==> src/rtl/core/feq_pkg.sv <==
`default_nettype none
// ----------------------------------------------------------------------------
// feq_pkg
// Shared widths, register codes, sequencer step codes and types of the
// four-band crossover equalizer.
// ----------------------------------------------------------------------------
package feq_pkg;

   localparam int SAMPLE_W  = 24;
   localparam int POLE_W    = 16;
   localparam int GAIN_W    = 16;
   localparam int GAIN_FRAC = 12;
   localparam int CSR_W     = 16;
   localparam int IDX_W     = 3;

   localparam int NUM_FILT  = 3;
   localparam int NUM_BAND  = 4;

   // filter memories and bands: one guard bit for high, one more for presence
   localparam int MEM_W     = SAMPLE_W + 2;
   localparam int MPL_W     = (POLE_W > GAIN_W) ? POLE_W : GAIN_W;
   localparam int DIGITS    = (MPL_W + 1) / 2;
   localparam int MPL_PAD_W = 2 * DIGITS;
   localparam int CNT_W     = $clog2(DIGITS);
   localparam int ACC_W     = MEM_W + 1 + MPL_W + 2;
   localparam int OP_W      = 3;

   typedef enum logic [IDX_W-1:0] {
      REG_MAIN_POLE     = 3'd0,
      REG_BASS_POLE     = 3'd1,
      REG_TREBLE_POLE   = 3'd2,
      REG_BASS_GAIN     = 3'd3,
      REG_LOW_MID_GAIN  = 3'd4,
      REG_HIGH_MID_GAIN = 3'd5,
      REG_PRESENCE_GAIN = 3'd6
   } reg_idx_type;

   localparam logic [OP_W-1:0] OP_MAIN      = 3'd0;
   localparam logic [OP_W-1:0] OP_BASS      = 3'd1;
   localparam logic [OP_W-1:0] OP_TREBLE    = 3'd2;
   localparam logic [OP_W-1:0] OP_MIX_FIRST = 3'd3;
   localparam logic [OP_W-1:0] OP_MIX_LAST  = 3'd6;

   localparam logic [GAIN_W-1:0] GAIN_UNITY = GAIN_W'(1) << GAIN_FRAC;

   typedef struct packed {
      logic [NUM_FILT-1:0][POLE_W-1:0] pole;
      logic [NUM_BAND-1:0][GAIN_W-1:0] gain;
   } cfg_type;

   typedef struct packed {
      logic             load;
      logic             acc_load;
      logic [ACC_W-1:0] acc_init;
      logic [ACC_W-1:0] mcand;
      logic [MPL_W-1:0] mplier;
   } mac_cmd_type;

   typedef struct packed {
      logic             busy;
      logic [ACC_W-1:0] acc;
   } mac_stat_type;

endpackage
`default_nettype wire

==> src/rtl/core/feq_ifs.sv <==
`default_nettype none
// ----------------------------------------------------------------------------
// feq_ifs
// Valid/ready sample channels: input item and result item.
// ----------------------------------------------------------------------------
interface feq_req_if
   import feq_pkg::*;
();
   logic                       valid;
   logic                       ready;
   logic signed [SAMPLE_W-1:0] sample_in;

   modport source (output valid, output sample_in, input ready);
   modport sink (input valid, input sample_in, output ready);
endinterface

interface feq_rsp_if
   import feq_pkg::*;
();
   logic                       valid;
   logic                       ready;
   logic signed [SAMPLE_W-1:0] sample_out;

   modport source (output valid, output sample_out, input ready);
   modport sink (input valid, input sample_out, output ready);
endinterface
`default_nettype wire

==> src/rtl/core/feq_csr.sv <==
`default_nettype none
// ----------------------------------------------------------------------------
// feq_csr
// Configuration registers: three crossover poles and four band gains.
// ----------------------------------------------------------------------------
module feq_csr
   import feq_pkg::*;
(
   input  wire logic             clock,
   input  wire logic             reset,
   input  wire logic             csr_wen,
   input  wire logic [IDX_W-1:0] csr_idx,
   input  wire logic [CSR_W-1:0] csr_wdata,
   output cfg_type               cfg
);

   cfg_type cfg_ff, cfg_in;

   always_comb begin
      cfg_in = cfg_ff;
      if (csr_wen) begin
         case (reg_idx_type'(csr_idx))
            REG_MAIN_POLE:     cfg_in.pole[0] = csr_wdata[POLE_W-1:0];
            REG_BASS_POLE:     cfg_in.pole[1] = csr_wdata[POLE_W-1:0];
            REG_TREBLE_POLE:   cfg_in.pole[2] = csr_wdata[POLE_W-1:0];
            REG_BASS_GAIN:     cfg_in.gain[0] = csr_wdata[GAIN_W-1:0];
            REG_LOW_MID_GAIN:  cfg_in.gain[1] = csr_wdata[GAIN_W-1:0];
            REG_HIGH_MID_GAIN: cfg_in.gain[2] = csr_wdata[GAIN_W-1:0];
            REG_PRESENCE_GAIN: cfg_in.gain[3] = csr_wdata[GAIN_W-1:0];
            default: ;
         endcase
      end
   end

   always_ff @(posedge clock) begin
      if (reset) begin
         for (int i = 0; i < NUM_FILT; i++) cfg_ff.pole[i] <= '0;
         for (int i = 0; i < NUM_BAND; i++) cfg_ff.gain[i] <= GAIN_UNITY;
      end else begin
         cfg_ff <= cfg_in;
      end
   end

   assign cfg = cfg_ff;

endmodule
`default_nettype wire

==> src/rtl/core/feq_mac.sv <==
`default_nettype none
// ----------------------------------------------------------------------------
// feq_mac
// Digit-serial multiply-accumulate: signed multiplicand times unsigned
// multiplier, two multiplier bits per cycle, LSB first.
// ----------------------------------------------------------------------------
module feq_mac
   import feq_pkg::*;
(
   input  wire logic  clock,
   input  wire logic  reset,
   input  mac_cmd_type cmd,
   output mac_stat_type stat
);

   logic [ACC_W-1:0]     acc_ff, acc_in;
   logic [ACC_W-1:0]     a_ff, a_in;
   logic [ACC_W-1:0]     a3_ff, a3_in;
   logic [MPL_PAD_W-1:0] mpl_ff, mpl_in;
   logic [CNT_W-1:0]     cnt_ff, cnt_in;
   logic                 busy_ff, busy_in;
   logic                 prep_ff, prep_in;
   logic [ACC_W-1:0]     addend;

   always_comb begin
      case (mpl_ff[1:0])
         2'd0:    addend = '0;
         2'd1:    addend = a_ff;
         2'd2:    addend = a_ff << 1;
         default: addend = a3_ff;
      endcase
   end

   always_comb begin
      acc_in  = acc_ff;
      a_in    = a_ff;
      a3_in   = a3_ff;
      mpl_in  = mpl_ff;
      cnt_in  = cnt_ff;
      busy_in = busy_ff;
      prep_in = prep_ff;
      if (cmd.load) begin
         a_in    = cmd.mcand;
         mpl_in  = MPL_PAD_W'(cmd.mplier);
         cnt_in  = CNT_W'(DIGITS - 1);
         busy_in = 1'b1;
         prep_in = 1'b1;
         if (cmd.acc_load) begin
            acc_in = cmd.acc_init;
         end
      end else if (prep_ff) begin
         a3_in   = a_ff + (a_ff << 1);
         prep_in = 1'b0;
      end else if (busy_ff) begin
         acc_in = acc_ff + addend;
         a_in   = a_ff << 2;
         a3_in  = a3_ff << 2;
         mpl_in = mpl_ff >> 2;
         if (cnt_ff == '0) begin
            busy_in = 1'b0;
         end else begin
            cnt_in = cnt_ff - 1'b1;
         end
      end
   end

   always_ff @(posedge clock) begin
      if (reset) begin
         busy_ff <= 1'b0;
         prep_ff <= 1'b0;
         cnt_ff  <= '0;
      end else begin
         busy_ff <= busy_in;
         prep_ff <= prep_in;
         cnt_ff  <= cnt_in;
      end
   end

   always_ff @(posedge clock) begin
      acc_ff <= acc_in;
      a_ff   <= a_in;
      a3_ff  <= a3_in;
      mpl_ff <= mpl_in;
   end

   assign stat.busy = busy_ff;
   assign stat.acc  = acc_ff;

endmodule
`default_nettype wire

==> src/rtl/core/four_band_crossover_eq_core.sv <==
`default_nettype none
// ----------------------------------------------------------------------------
// four_band_crossover_eq_core
// Four-band equalizer built from three one-pole crossover filters.
// ----------------------------------------------------------------------------
// One item is worked on at a time. Its seven multiplies (three filter poles,
// four band gains) run in turn through one multiply-accumulate unit that
// takes two multiplier bits per cycle. Each multiply has an issue step, a
// step that prepares the 3x multiple, the digit steps and a step that hands
// the product back. The result is written to the output register, and the
// core is ready for the next item in the same cycle that the result becomes
// valid. A finished result waits in the output register while the next item
// is accepted. Filter memories reset to zero, poles to 0 (pass-through),
// gains to unity (4096).
// ----------------------------------------------------------------------------
module four_band_crossover_eq_core
   import feq_pkg::*;
(
   input  wire logic             clock,
   input  wire logic             reset,
   feq_req_if.sink               req_if,
   feq_rsp_if.source             rsp_if,
   input  wire logic             csr_wen,
   input  wire logic [IDX_W-1:0] csr_idx,
   input  wire logic [CSR_W-1:0] csr_wdata
);

   typedef enum logic [3:0] {
      ST_IDLE  = 4'b0001,
      ST_ISSUE = 4'b0010,
      ST_WAIT  = 4'b0100,
      ST_DONE  = 4'b1000
   } state_type;

   localparam int SUM_W = ACC_W - GAIN_FRAC;

   cfg_type      cfg;
   mac_cmd_type  cmd;
   mac_stat_type stat;

   state_type             state_ff, state_in;
   logic [OP_W-1:0]       op_ff, op_in;
   logic                  rsp_valid_ff, rsp_valid_in;
   logic [SAMPLE_W-1:0]   rsp_data_ff, rsp_data_in;
   logic signed [MEM_W-1:0] x_ff, x_in;
   logic signed [MEM_W-1:0] low_ff, low_in;
   logic signed [MEM_W-1:0] high_ff, high_in;
   logic signed [MEM_W-1:0] mem_ff [NUM_FILT];
   logic signed [MEM_W-1:0] mem_in [NUM_FILT];
   logic signed [MEM_W-1:0] band_ff [NUM_BAND];
   logic signed [MEM_W-1:0] band_in [NUM_BAND];

   logic                    is_filt;
   logic [OP_W-1:0]         mix_off;
   logic [1:0]              mix_idx;
   logic signed [MEM_W-1:0] xk;
   logic signed [MEM_W-1:0] mem_sel;
   logic [POLE_W-1:0]       pole_sel;
   logic signed [MEM_W:0]   diff;
   logic signed [ACC_W-1:0] xk_ext;
   logic signed [MEM_W-1:0] y;
   logic signed [SUM_W-1:0] sum;
   logic [SUM_W-SAMPLE_W:0] sum_top;
   logic [SAMPLE_W-1:0]     sat;

   feq_csr u_csr (
      .clock     (clock),
      .reset     (reset),
      .csr_wen   (csr_wen),
      .csr_idx   (csr_idx),
      .csr_wdata (csr_wdata),
      .cfg       (cfg)
   );

   feq_mac u_mac (
      .clock (clock),
      .reset (reset),
      .cmd   (cmd),
      .stat  (stat)
   );

   // operand selection for the current step
   always_comb begin
      is_filt = (op_ff < OP_MIX_FIRST);
      mix_off = op_ff - OP_MIX_FIRST;
      mix_idx = mix_off[1:0];
      case (op_ff)
         OP_MAIN: begin
            xk       = x_ff;
            mem_sel  = mem_ff[0];
            pole_sel = cfg.pole[0];
         end
         OP_BASS: begin
            xk       = low_ff;
            mem_sel  = mem_ff[1];
            pole_sel = cfg.pole[1];
         end
         default: begin
            xk       = high_ff;
            mem_sel  = mem_ff[2];
            pole_sel = cfg.pole[2];
         end
      endcase
      diff   = (MEM_W+1)'(mem_sel) - (MEM_W+1)'(xk);
      xk_ext = ACC_W'(xk);
   end

   // filter: y = x + p*(y_prev - x) / 2^P; mix: sum of band*gain / 2^F; rounded half up
   always_comb begin
      cmd.load = (state_ff == ST_ISSUE);
      if (is_filt) begin
         cmd.acc_load = 1'b1;
         cmd.acc_init = (xk_ext <<< POLE_W) | (ACC_W'(1) << (POLE_W - 1));
         cmd.mcand    = ACC_W'(diff);
         cmd.mplier   = MPL_W'(pole_sel);
      end else begin
         cmd.acc_load = (op_ff == OP_MIX_FIRST);
         cmd.acc_init = ACC_W'(1) << (GAIN_FRAC - 1);
         cmd.mcand    = ACC_W'(band_ff[mix_idx]);
         cmd.mplier   = MPL_W'(cfg.gain[mix_idx]);
      end
   end

   always_comb begin
      y       = $signed(stat.acc[POLE_W +: MEM_W]);
      sum     = $signed(stat.acc[ACC_W-1:GAIN_FRAC]);
      sum_top = sum[SUM_W-1:SAMPLE_W-1];
      if ((&sum_top) || (~|sum_top)) begin
         sat = sum[SAMPLE_W-1:0];
      end else if (sum[SUM_W-1]) begin
         sat = {1'b1, {(SAMPLE_W-1){1'b0}}};
      end else begin
         sat = {1'b0, {(SAMPLE_W-1){1'b1}}};
      end
   end

   always_comb begin
      state_in     = state_ff;
      op_in        = op_ff;
      x_in         = x_ff;
      low_in       = low_ff;
      high_in      = high_ff;
      mem_in       = mem_ff;
      band_in      = band_ff;
      rsp_data_in  = rsp_data_ff;
      rsp_valid_in = rsp_valid_ff;
      if (rsp_valid_ff && rsp_if.ready) begin
         rsp_valid_in = 1'b0;
      end
      case (state_ff)
         ST_IDLE: begin
            if (req_if.valid) begin
               x_in     = MEM_W'(req_if.sample_in);
               op_in    = OP_MAIN;
               state_in = ST_ISSUE;
            end
         end
         ST_ISSUE: begin
            state_in = ST_WAIT;
         end
         ST_WAIT: begin
            if (!stat.busy) begin
               case (op_ff)
                  OP_MAIN: begin
                     mem_in[0] = y;
                     low_in    = y;
                     high_in   = x_ff - y;
                  end
                  OP_BASS: begin
                     mem_in[1]  = y;
                     band_in[0] = y;
                     band_in[1] = low_ff - y;
                  end
                  OP_TREBLE: begin
                     mem_in[2]  = y;
                     band_in[2] = y;
                     band_in[3] = high_ff - y;
                  end
                  default: ;
               endcase
               if (op_ff == OP_MIX_LAST) begin
                  state_in = ST_DONE;
               end else begin
                  op_in    = op_ff + 1'b1;
                  state_in = ST_ISSUE;
               end
            end
         end
         ST_DONE: begin
            if (!rsp_valid_ff || rsp_if.ready) begin
               rsp_data_in  = sat;
               rsp_valid_in = 1'b1;
               state_in     = ST_IDLE;
            end
         end
         default: begin
            state_in = ST_IDLE;
         end
      endcase
   end

   always_ff @(posedge clock) begin
      if (reset) begin
         state_ff     <= ST_IDLE;
         op_ff        <= OP_MAIN;
         rsp_valid_ff <= 1'b0;
         for (int i = 0; i < NUM_FILT; i++) mem_ff[i] <= '0;
      end else begin
         state_ff     <= state_in;
         op_ff        <= op_in;
         rsp_valid_ff <= rsp_valid_in;
         mem_ff       <= mem_in;
      end
   end

   always_ff @(posedge clock) begin
      x_ff        <= x_in;
      low_ff      <= low_in;
      high_ff     <= high_in;
      band_ff     <= band_in;
      rsp_data_ff <= rsp_data_in;
   end

   assign req_if.ready      = (state_ff == ST_IDLE);
   assign rsp_if.valid      = rsp_valid_ff;
   assign rsp_if.sample_out = rsp_data_ff;

endmodule
`default_nettype wire

==> src/flat_wrapper.sv <==
// flat-port wrapper written by rule: the top's interface ports become plain ports
module four_band_crossover_eq_core_flat import feq_pkg::*;
  (clock, reset, csr_wen, csr_idx, csr_wdata, req_if_valid, req_if_sample_in, req_if_ready, rsp_if_valid, rsp_if_sample_out, rsp_if_ready);
  feq_req_if req_if_i ();
  feq_rsp_if rsp_if_i ();
  input  wire logic clock;
  input  wire logic reset;
  input  wire logic csr_wen;
  input  wire logic [IDX_W-1:0] csr_idx;
  input  wire logic [CSR_W-1:0] csr_wdata;
  input wire logic [$bits(req_if_i.valid)-1:0] req_if_valid;
  input wire logic [$bits(req_if_i.sample_in)-1:0] req_if_sample_in;
  output wire logic [$bits(req_if_i.ready)-1:0] req_if_ready;
  output wire logic [$bits(rsp_if_i.valid)-1:0] rsp_if_valid;
  output wire logic [$bits(rsp_if_i.sample_out)-1:0] rsp_if_sample_out;
  input wire logic [$bits(rsp_if_i.ready)-1:0] rsp_if_ready;
  assign req_if_i.valid = req_if_valid;
  assign req_if_i.sample_in = req_if_sample_in;
  assign req_if_ready = req_if_i.ready;
  assign rsp_if_valid = rsp_if_i.valid;
  assign rsp_if_sample_out = rsp_if_i.sample_out;
  assign rsp_if_i.ready = rsp_if_ready;
  four_band_crossover_eq_core u_core (.clock(clock), .reset(reset), .req_if(req_if_i), .rsp_if(rsp_if_i), .csr_wen(csr_wen), .csr_idx(csr_idx), .csr_wdata(csr_wdata));
endmodule
==> config.mk <==
export PLATFORM = sky130hd
export DESIGN_NAME = four_band_crossover_eq_core_flat
export DESIGN_NICKNAME = d
export VERILOG_FILES = /design/src/rtl/core/feq_pkg.sv /design/src/rtl/core/feq_ifs.sv /design/src/rtl/core/feq_csr.sv /design/src/rtl/core/feq_mac.sv /design/src/rtl/core/four_band_crossover_eq_core.sv /design/src/flat_wrapper.sv
export SDC_FILE = /design/constraint.sdc
export NUM_CORES = 1
export LEC_CHECK = 0
export ABC_CLOCK_PERIOD_IN_PS = 6500
export BUFFER_PORTS_ARGS = -buffer_cell sky130_fd_sc_hd__buf_2
export CAP_MARGIN = 20
export CORE_ASPECT_RATIO = 0.5
export CORE_MARGIN = 2
export CORE_UTILIZATION = 40
export CTS_BUF_LIST = sky130_fd_sc_hd__clkbuf_16
export DETAILED_ROUTE_END_ITERATION = 12
export MAX_ROUTING_LAYER = met4
export PLACE_DENSITY = 0.57
export REMOVE_ABC_BUFFERS = 1
export SLEW_MARGIN = 10
export SYNTH_ARGS = -nofsm -noshare
export SYNTH_HDL_FRONTEND = slang
export SYNTH_HIERARCHICAL = 1
export SYNTH_SLANG_ARGS = --single-unit
==> constraint.sdc <==
create_clock -name clock -period 6.5 [get_ports clock]
set_input_delay 0.65 -clock clock [delete_from_list [all_inputs] [get_ports clock]]
set_output_delay 0.65 -clock clock [all_outputs]
set_load 0.02 [all_outputs]
==> insert_results.sql <==
INSERT INTO impl_metrics (metric_group, metric, value, unit) VALUES
('run_status', 'outcome', 'completed', ''),
('clock_tree', 'cts_resized', '0', ''),
('global_route', 'grtUsageMet3', '0.0330', ''),
('global_route', 'number_of_antenna_violations_at_the_first_check_in_global_routing', '3', ''),
('routing', 'post_drt_via_cell_ratio', '5.78', ''),
('routing', 'route.antenna.remaining_nets', '0', ''),
('logic_synthesis', 'synth-main-ff-cell', 'sky130_fd_sc_hd__edfxtp_1', ''),
('critical_path', 'cp_data_arrival_time', '5790', 'ps'),
('clock_tree', 'root_buffer', 'sky130_fd_sc_hd__clkbuf_16', ''),
('routing', 'iteration_0_drc_count_of_the_detailed_router', '2640', ''),
('floorplan', 'start_util', '0.402', ''),
('logic_synthesis', 'synthDistinctLibCells', '105', ''),
('placement', 'detailed_place_hpwl', '70900', 'um'),
('global_route', 'largest_net_degree_at_the_start_of_global_routing', '144', ''),
('floorplan', 'placement_rows', '76', ''),
('routing', 'wire_per_inst', '21.6', 'um'),
('sta', 'worst_clock_skew', '66.4', 'ps'),
('global_route', 'grt_use_met1', '0.344', ''),
('critical_path', 'critical_path.most_common_cell', 'sky130_fd_sc_hd__o21ai_0', ''),
('global_route', 'global_route.overflow_total', '0', ''),
('clock_tree', 'cts-root-to-sink-buffers', '3', ''),
('floorplan', 'die-height', '212', 'um'),
('flow_run', 'max_cap_violations', '0', ''),
('logic_synthesis', 'synth_top_cells_by_area', 'sky130_fd_sc_hd__edfxtp_1 31%, sky130_fd_sc_hd__dfxtp_1 12%, sky130_fd_sc_hd__ha_1 7.0%', ''),
('sta', 'fmax', '186', 'MHz'),
('clock_tree', 'cts.sinks', '558', ''),
('critical_path', 'r2r.worst_path.cells', '17', ''),
('logic_synthesis', 'synth-simple-area-share', '0.134', ''),
('sta', 'finalCritPeriodShare', '0.827', ''),
('floorplan', 'floorplan.die_area', '0.0888', 'sq mm'),
('logic_synthesis', 'total_standard_cell_area_after_synthesis', '0.0345', 'sq mm'),
('cells_and_area', 'mostFrequentLayoutCell', 'sky130_fd_sc_hd__edfxtp_1', ''),
('logic_synthesis', 'yosysTopAreaCell', 'sky130_fd_sc_hd__edfxtp_1', ''),
('sta', 'setup_viol', '0', ''),
('sta', 'tns', '0', 'ps'),
('critical_path', 'timing.setup.critical_path_class', 'flip-flop to flip-flop', ''),
('pwr', 'static-leakage-power', '14.6', 'nW'),
('min_path', 'hold_path_depth', '1', ''),
('floorplan', 'coreArea', '0.0858', 'sq mm'),
('logic_synthesis', 'synth.ff_latch_count', '558', ''),
('critical_path', 'slowest_cell_on_the_critical_path', 'sky130_fd_sc_hd__ha_2', ''),
('pwr', 'total_power', '0.0120', 'W'),
('logic_synthesis', 'synth.avg_cell_area', '10.1', 'sq um'),
('cells_and_area', 'final_cell_mix', '355 x sky130_fd_sc_hd__edfxtp_1, 340 x sky130_fd_sc_hd__nand2_1, 280 x sky130_fd_sc_hd__a21oi_1', ''),
('critical_path', 'setup.worst_path.start_class', 'flip-flop', ''),
('clock_tree', 'cts_inserted_buffers', '54', ''),
('logic_synthesis', 'muxShareOfSynthArea', '0.104', ''),
('floorplan', 'boundary_pins', '74', ''),
('pwr', 'irDropWorstVdd', '0.000207', 'V'),
('sta', 'finalCriticalPeriod', '5370', 'ps'),
('logic_synthesis', 'synth_cells', '3413', ''),
('clock_tree', 'clkLatencyLatePin', '660', 'ps'),
('min_path', 'hold_path_end', 'u_core/x_ff[18]$_DFFE_PP_', ''),
('critical_path', 'cp_data_required_time', '6920', 'ps'),
('routing', 'via_count', '26800', ''),
('cells_and_area', 'num-nets-final', '3667', ''),
('min_path', 'worst_hold_startpoint', 'req_if_sample_in[18]', ''),
('critical_path', 'cp_cell_sequence', 'inv_1 > ha_2 > nor2b_2 > buf_4 > a221o_1 > o21ai_0 > fa_1 > a211oi_1 > o21bai_1 > a21o_1 > o211ai_1 > nand4_2 > o21ai_2 > o31a_1 > xor2_1 > o21ai_0 > mux2_2', ''),
('min_path', 'timing.hold.worst.class', 'primary input to flip-flop', ''),
('logic_synthesis', 'synth_enable_flop_cells', '355', ''),
('clock_tree', 'setup_fix_bufs_post_cts', '0', ''),
('placement', 'placement.io_buffers', '73', ''),
('sta', 'final-hold-violation-count', '0', ''),
('global_route', 'top_usage_layer', 'met1', ''),
('global_route', 'grt_first_pass_wirelength', '153000', 'um'),
('routing', 'wl', '100000', 'um'),
('routing', 'remaining_routing_drc_violations', '0', ''),
('critical_path', 'critical_path.reg2reg.endpoint', 'u_core/u_mac/a_ff[18]$_DFFE_PP_', ''),
('logic_synthesis', 'synth_adder_area_share', '0.0744', ''),
('logic_synthesis', 'synth-seq-area-share', '0.427', ''),
('logic_synthesis', 'ys.warnings.count', '6', '');
==> synth_stat cells (22+ instances only) <==
cell	n
sky130_fd_sc_hd__o211ai_1	23
sky130_fd_sc_hd__xor2_1	53
sky130_fd_sc_hd__a21oi_1	280
sky130_fd_sc_hd__nand2_1	341
sky130_fd_sc_hd__nor2_1	203
sky130_fd_sc_hd__a221o_1	45
sky130_fd_sc_hd__nand2b_1	144
sky130_fd_sc_hd__mux4_2	42
sky130_fd_sc_hd__and3_1	22
sky130_fd_sc_hd__ha_1	193
sky130_fd_sc_hd__mux2i_1	117
sky130_fd_sc_hd__a22o_1	45
sky130_fd_sc_hd__mux2_2	130
sky130_fd_sc_hd__edfxtp_1	355
sky130_fd_sc_hd__nor3_1	33
sky130_fd_sc_hd__nor2b_1	33
sky130_fd_sc_hd__o21a_1	52
sky130_fd_sc_hd__xnor2_1	97
sky130_fd_sc_hd__a21o_1	96
sky130_fd_sc_hd__o21ai_0	179
sky130_fd_sc_hd__inv_1	102
sky130_fd_sc_hd__nand4_1	42
sky130_fd_sc_hd__dfxtp_1	203
sky130_fd_sc_hd__nand3_1	48
sky130_fd_sc_hd__a221oi_1	27
sky130_fd_sc_hd__a211oi_1	24
sky130_fd_sc_hd__o21bai_1	26
sky130_fd_sc_hd__clkbuf_1	136
==> registers in the layout (all words and copies together), names as in the netlist, 24 cells and up <==
| signal | count |
|---|---|
| u_core/u_csr/cfg | 112 |
| u_core/low_ff | 26 |
| u_core/mem_ff | 78 |
| u_core/u_mac/a_ff | 45 |
| u_core/u_mac/acc_ff | 45 |
| u_core/rsp_if.sample_out | 24 |
| u_core/u_mac/a3_ff | 45 |
| u_core/x_ff | 24 |
| u_core/band_ff | 104 |
| u_core/high_ff | 26 |
==> stage by stage <==
step / util / std cells / cell area [sq um] / setup WS [ps]
5_1_grt: 0.440 / 4638 / 37800 / 718
3_3_place_gp: 0.420 / 4533 / 36000 / 1270
6_report: 0.440 / 4638 / 37800 / 1130
3_5_place_dp: 0.420 / 4533 / 36000 / 1150
2_1_floorplan: - / 3241 / 33700 / -15420
4_1_cts: 0.440 / 4635 / 37700 / 1130
==> routing by layer <==
metal | part of all wire | wire [um] | vias up
met5 | 0 | 0 | -
met4 | 0.012 | 1220 | 0
met3 | 0.074 | 7420 | 100
met2 | 0.42 | 42200 | 816
met1 | 0.49 | 49500 | 13200
li1 | - | - | 12700
==> power by group <==
group | switching, W | internal, W
Sequential | 0.000329 | 0.00428
Clock | 0.00149 | 0.00167
Combinational | 0.00251 | 0.00170
Total | 0.00433 | 0.00765
==> cells by family (layout without fill, tap and decap cells) <==
family / Yosys count / after routing
AND/OR/NAND/NOR: 954 / 954
multiplexers: 289 / 289
XOR/XNOR: 150 / 150
adder cells (fa/ha/maj): 202 / 202
buffers and inverters: 292 / 332
flip-flops: 558 / 558
AO/OA/AOI/OAI: 967 / 967
other: 1 / 16
==> critical path: cells and delay by family (launching register included) <==
family | cells | cell delay [ps]
AOI/OAI and AO/OA | 9 | 1900
adders and majority gates | 2 | 1130
buffers and inverters | 2 | 620
and+or+nand+nor | 2 | 540
DFF | 1 | 490
muxes | 1 | 290
xor gates and xnor gates | 1 | 150
==> worst max-delay path by stage <==
| stage | start | endpoint | cells after the start |
|---|---|---|---|
| after detailed placement | u_core/op_ff[0]$_SDFFE_PP0P_ | u_core/u_mac/a_ff[18]$_DFFE_PP_ | 17 |
| after global placement | u_core/op_ff[0]$_SDFFE_PP0P_ | u_core/u_mac/a_ff[18]$_DFFE_PP_ | 17 |
| after global routing | u_core/op_ff[0]$_SDFFE_PP0P_ | u_core/u_mac/a_ff[18]$_DFFE_PP_ | 17 |
| after CTS | u_core/op_ff[0]$_SDFFE_PP0P_ | u_core/u_mac/a_ff[18]$_DFFE_PP_ | 17 |
| after floorplan | u_core/state_ff[1]$_SDFFE_PP0P_ | u_core/u_mac/acc_ff[0]$_DFFE_PP_ | 2 |
| final | u_core/op_ff[0]$_SDFFE_PP0P_ | u_core/u_mac/a_ff[18]$_DFFE_PP_ | 17 |
==> layout make-up <==
cell class	count	area [sq um]	area share
clock buffers	55	1380	0.0364
multi-input cells	2576	18700	0.495
repair buffers	123	759	0.0201
well taps	1170	1460	0.0388
clock inverters	47	339	0.00898
inverters	107	403	0.0107
flip-flops and latches	558	14700	0.390
diodes	2	5.00	0.000133
Note: power is estimated with default switching activity, not from simulation.
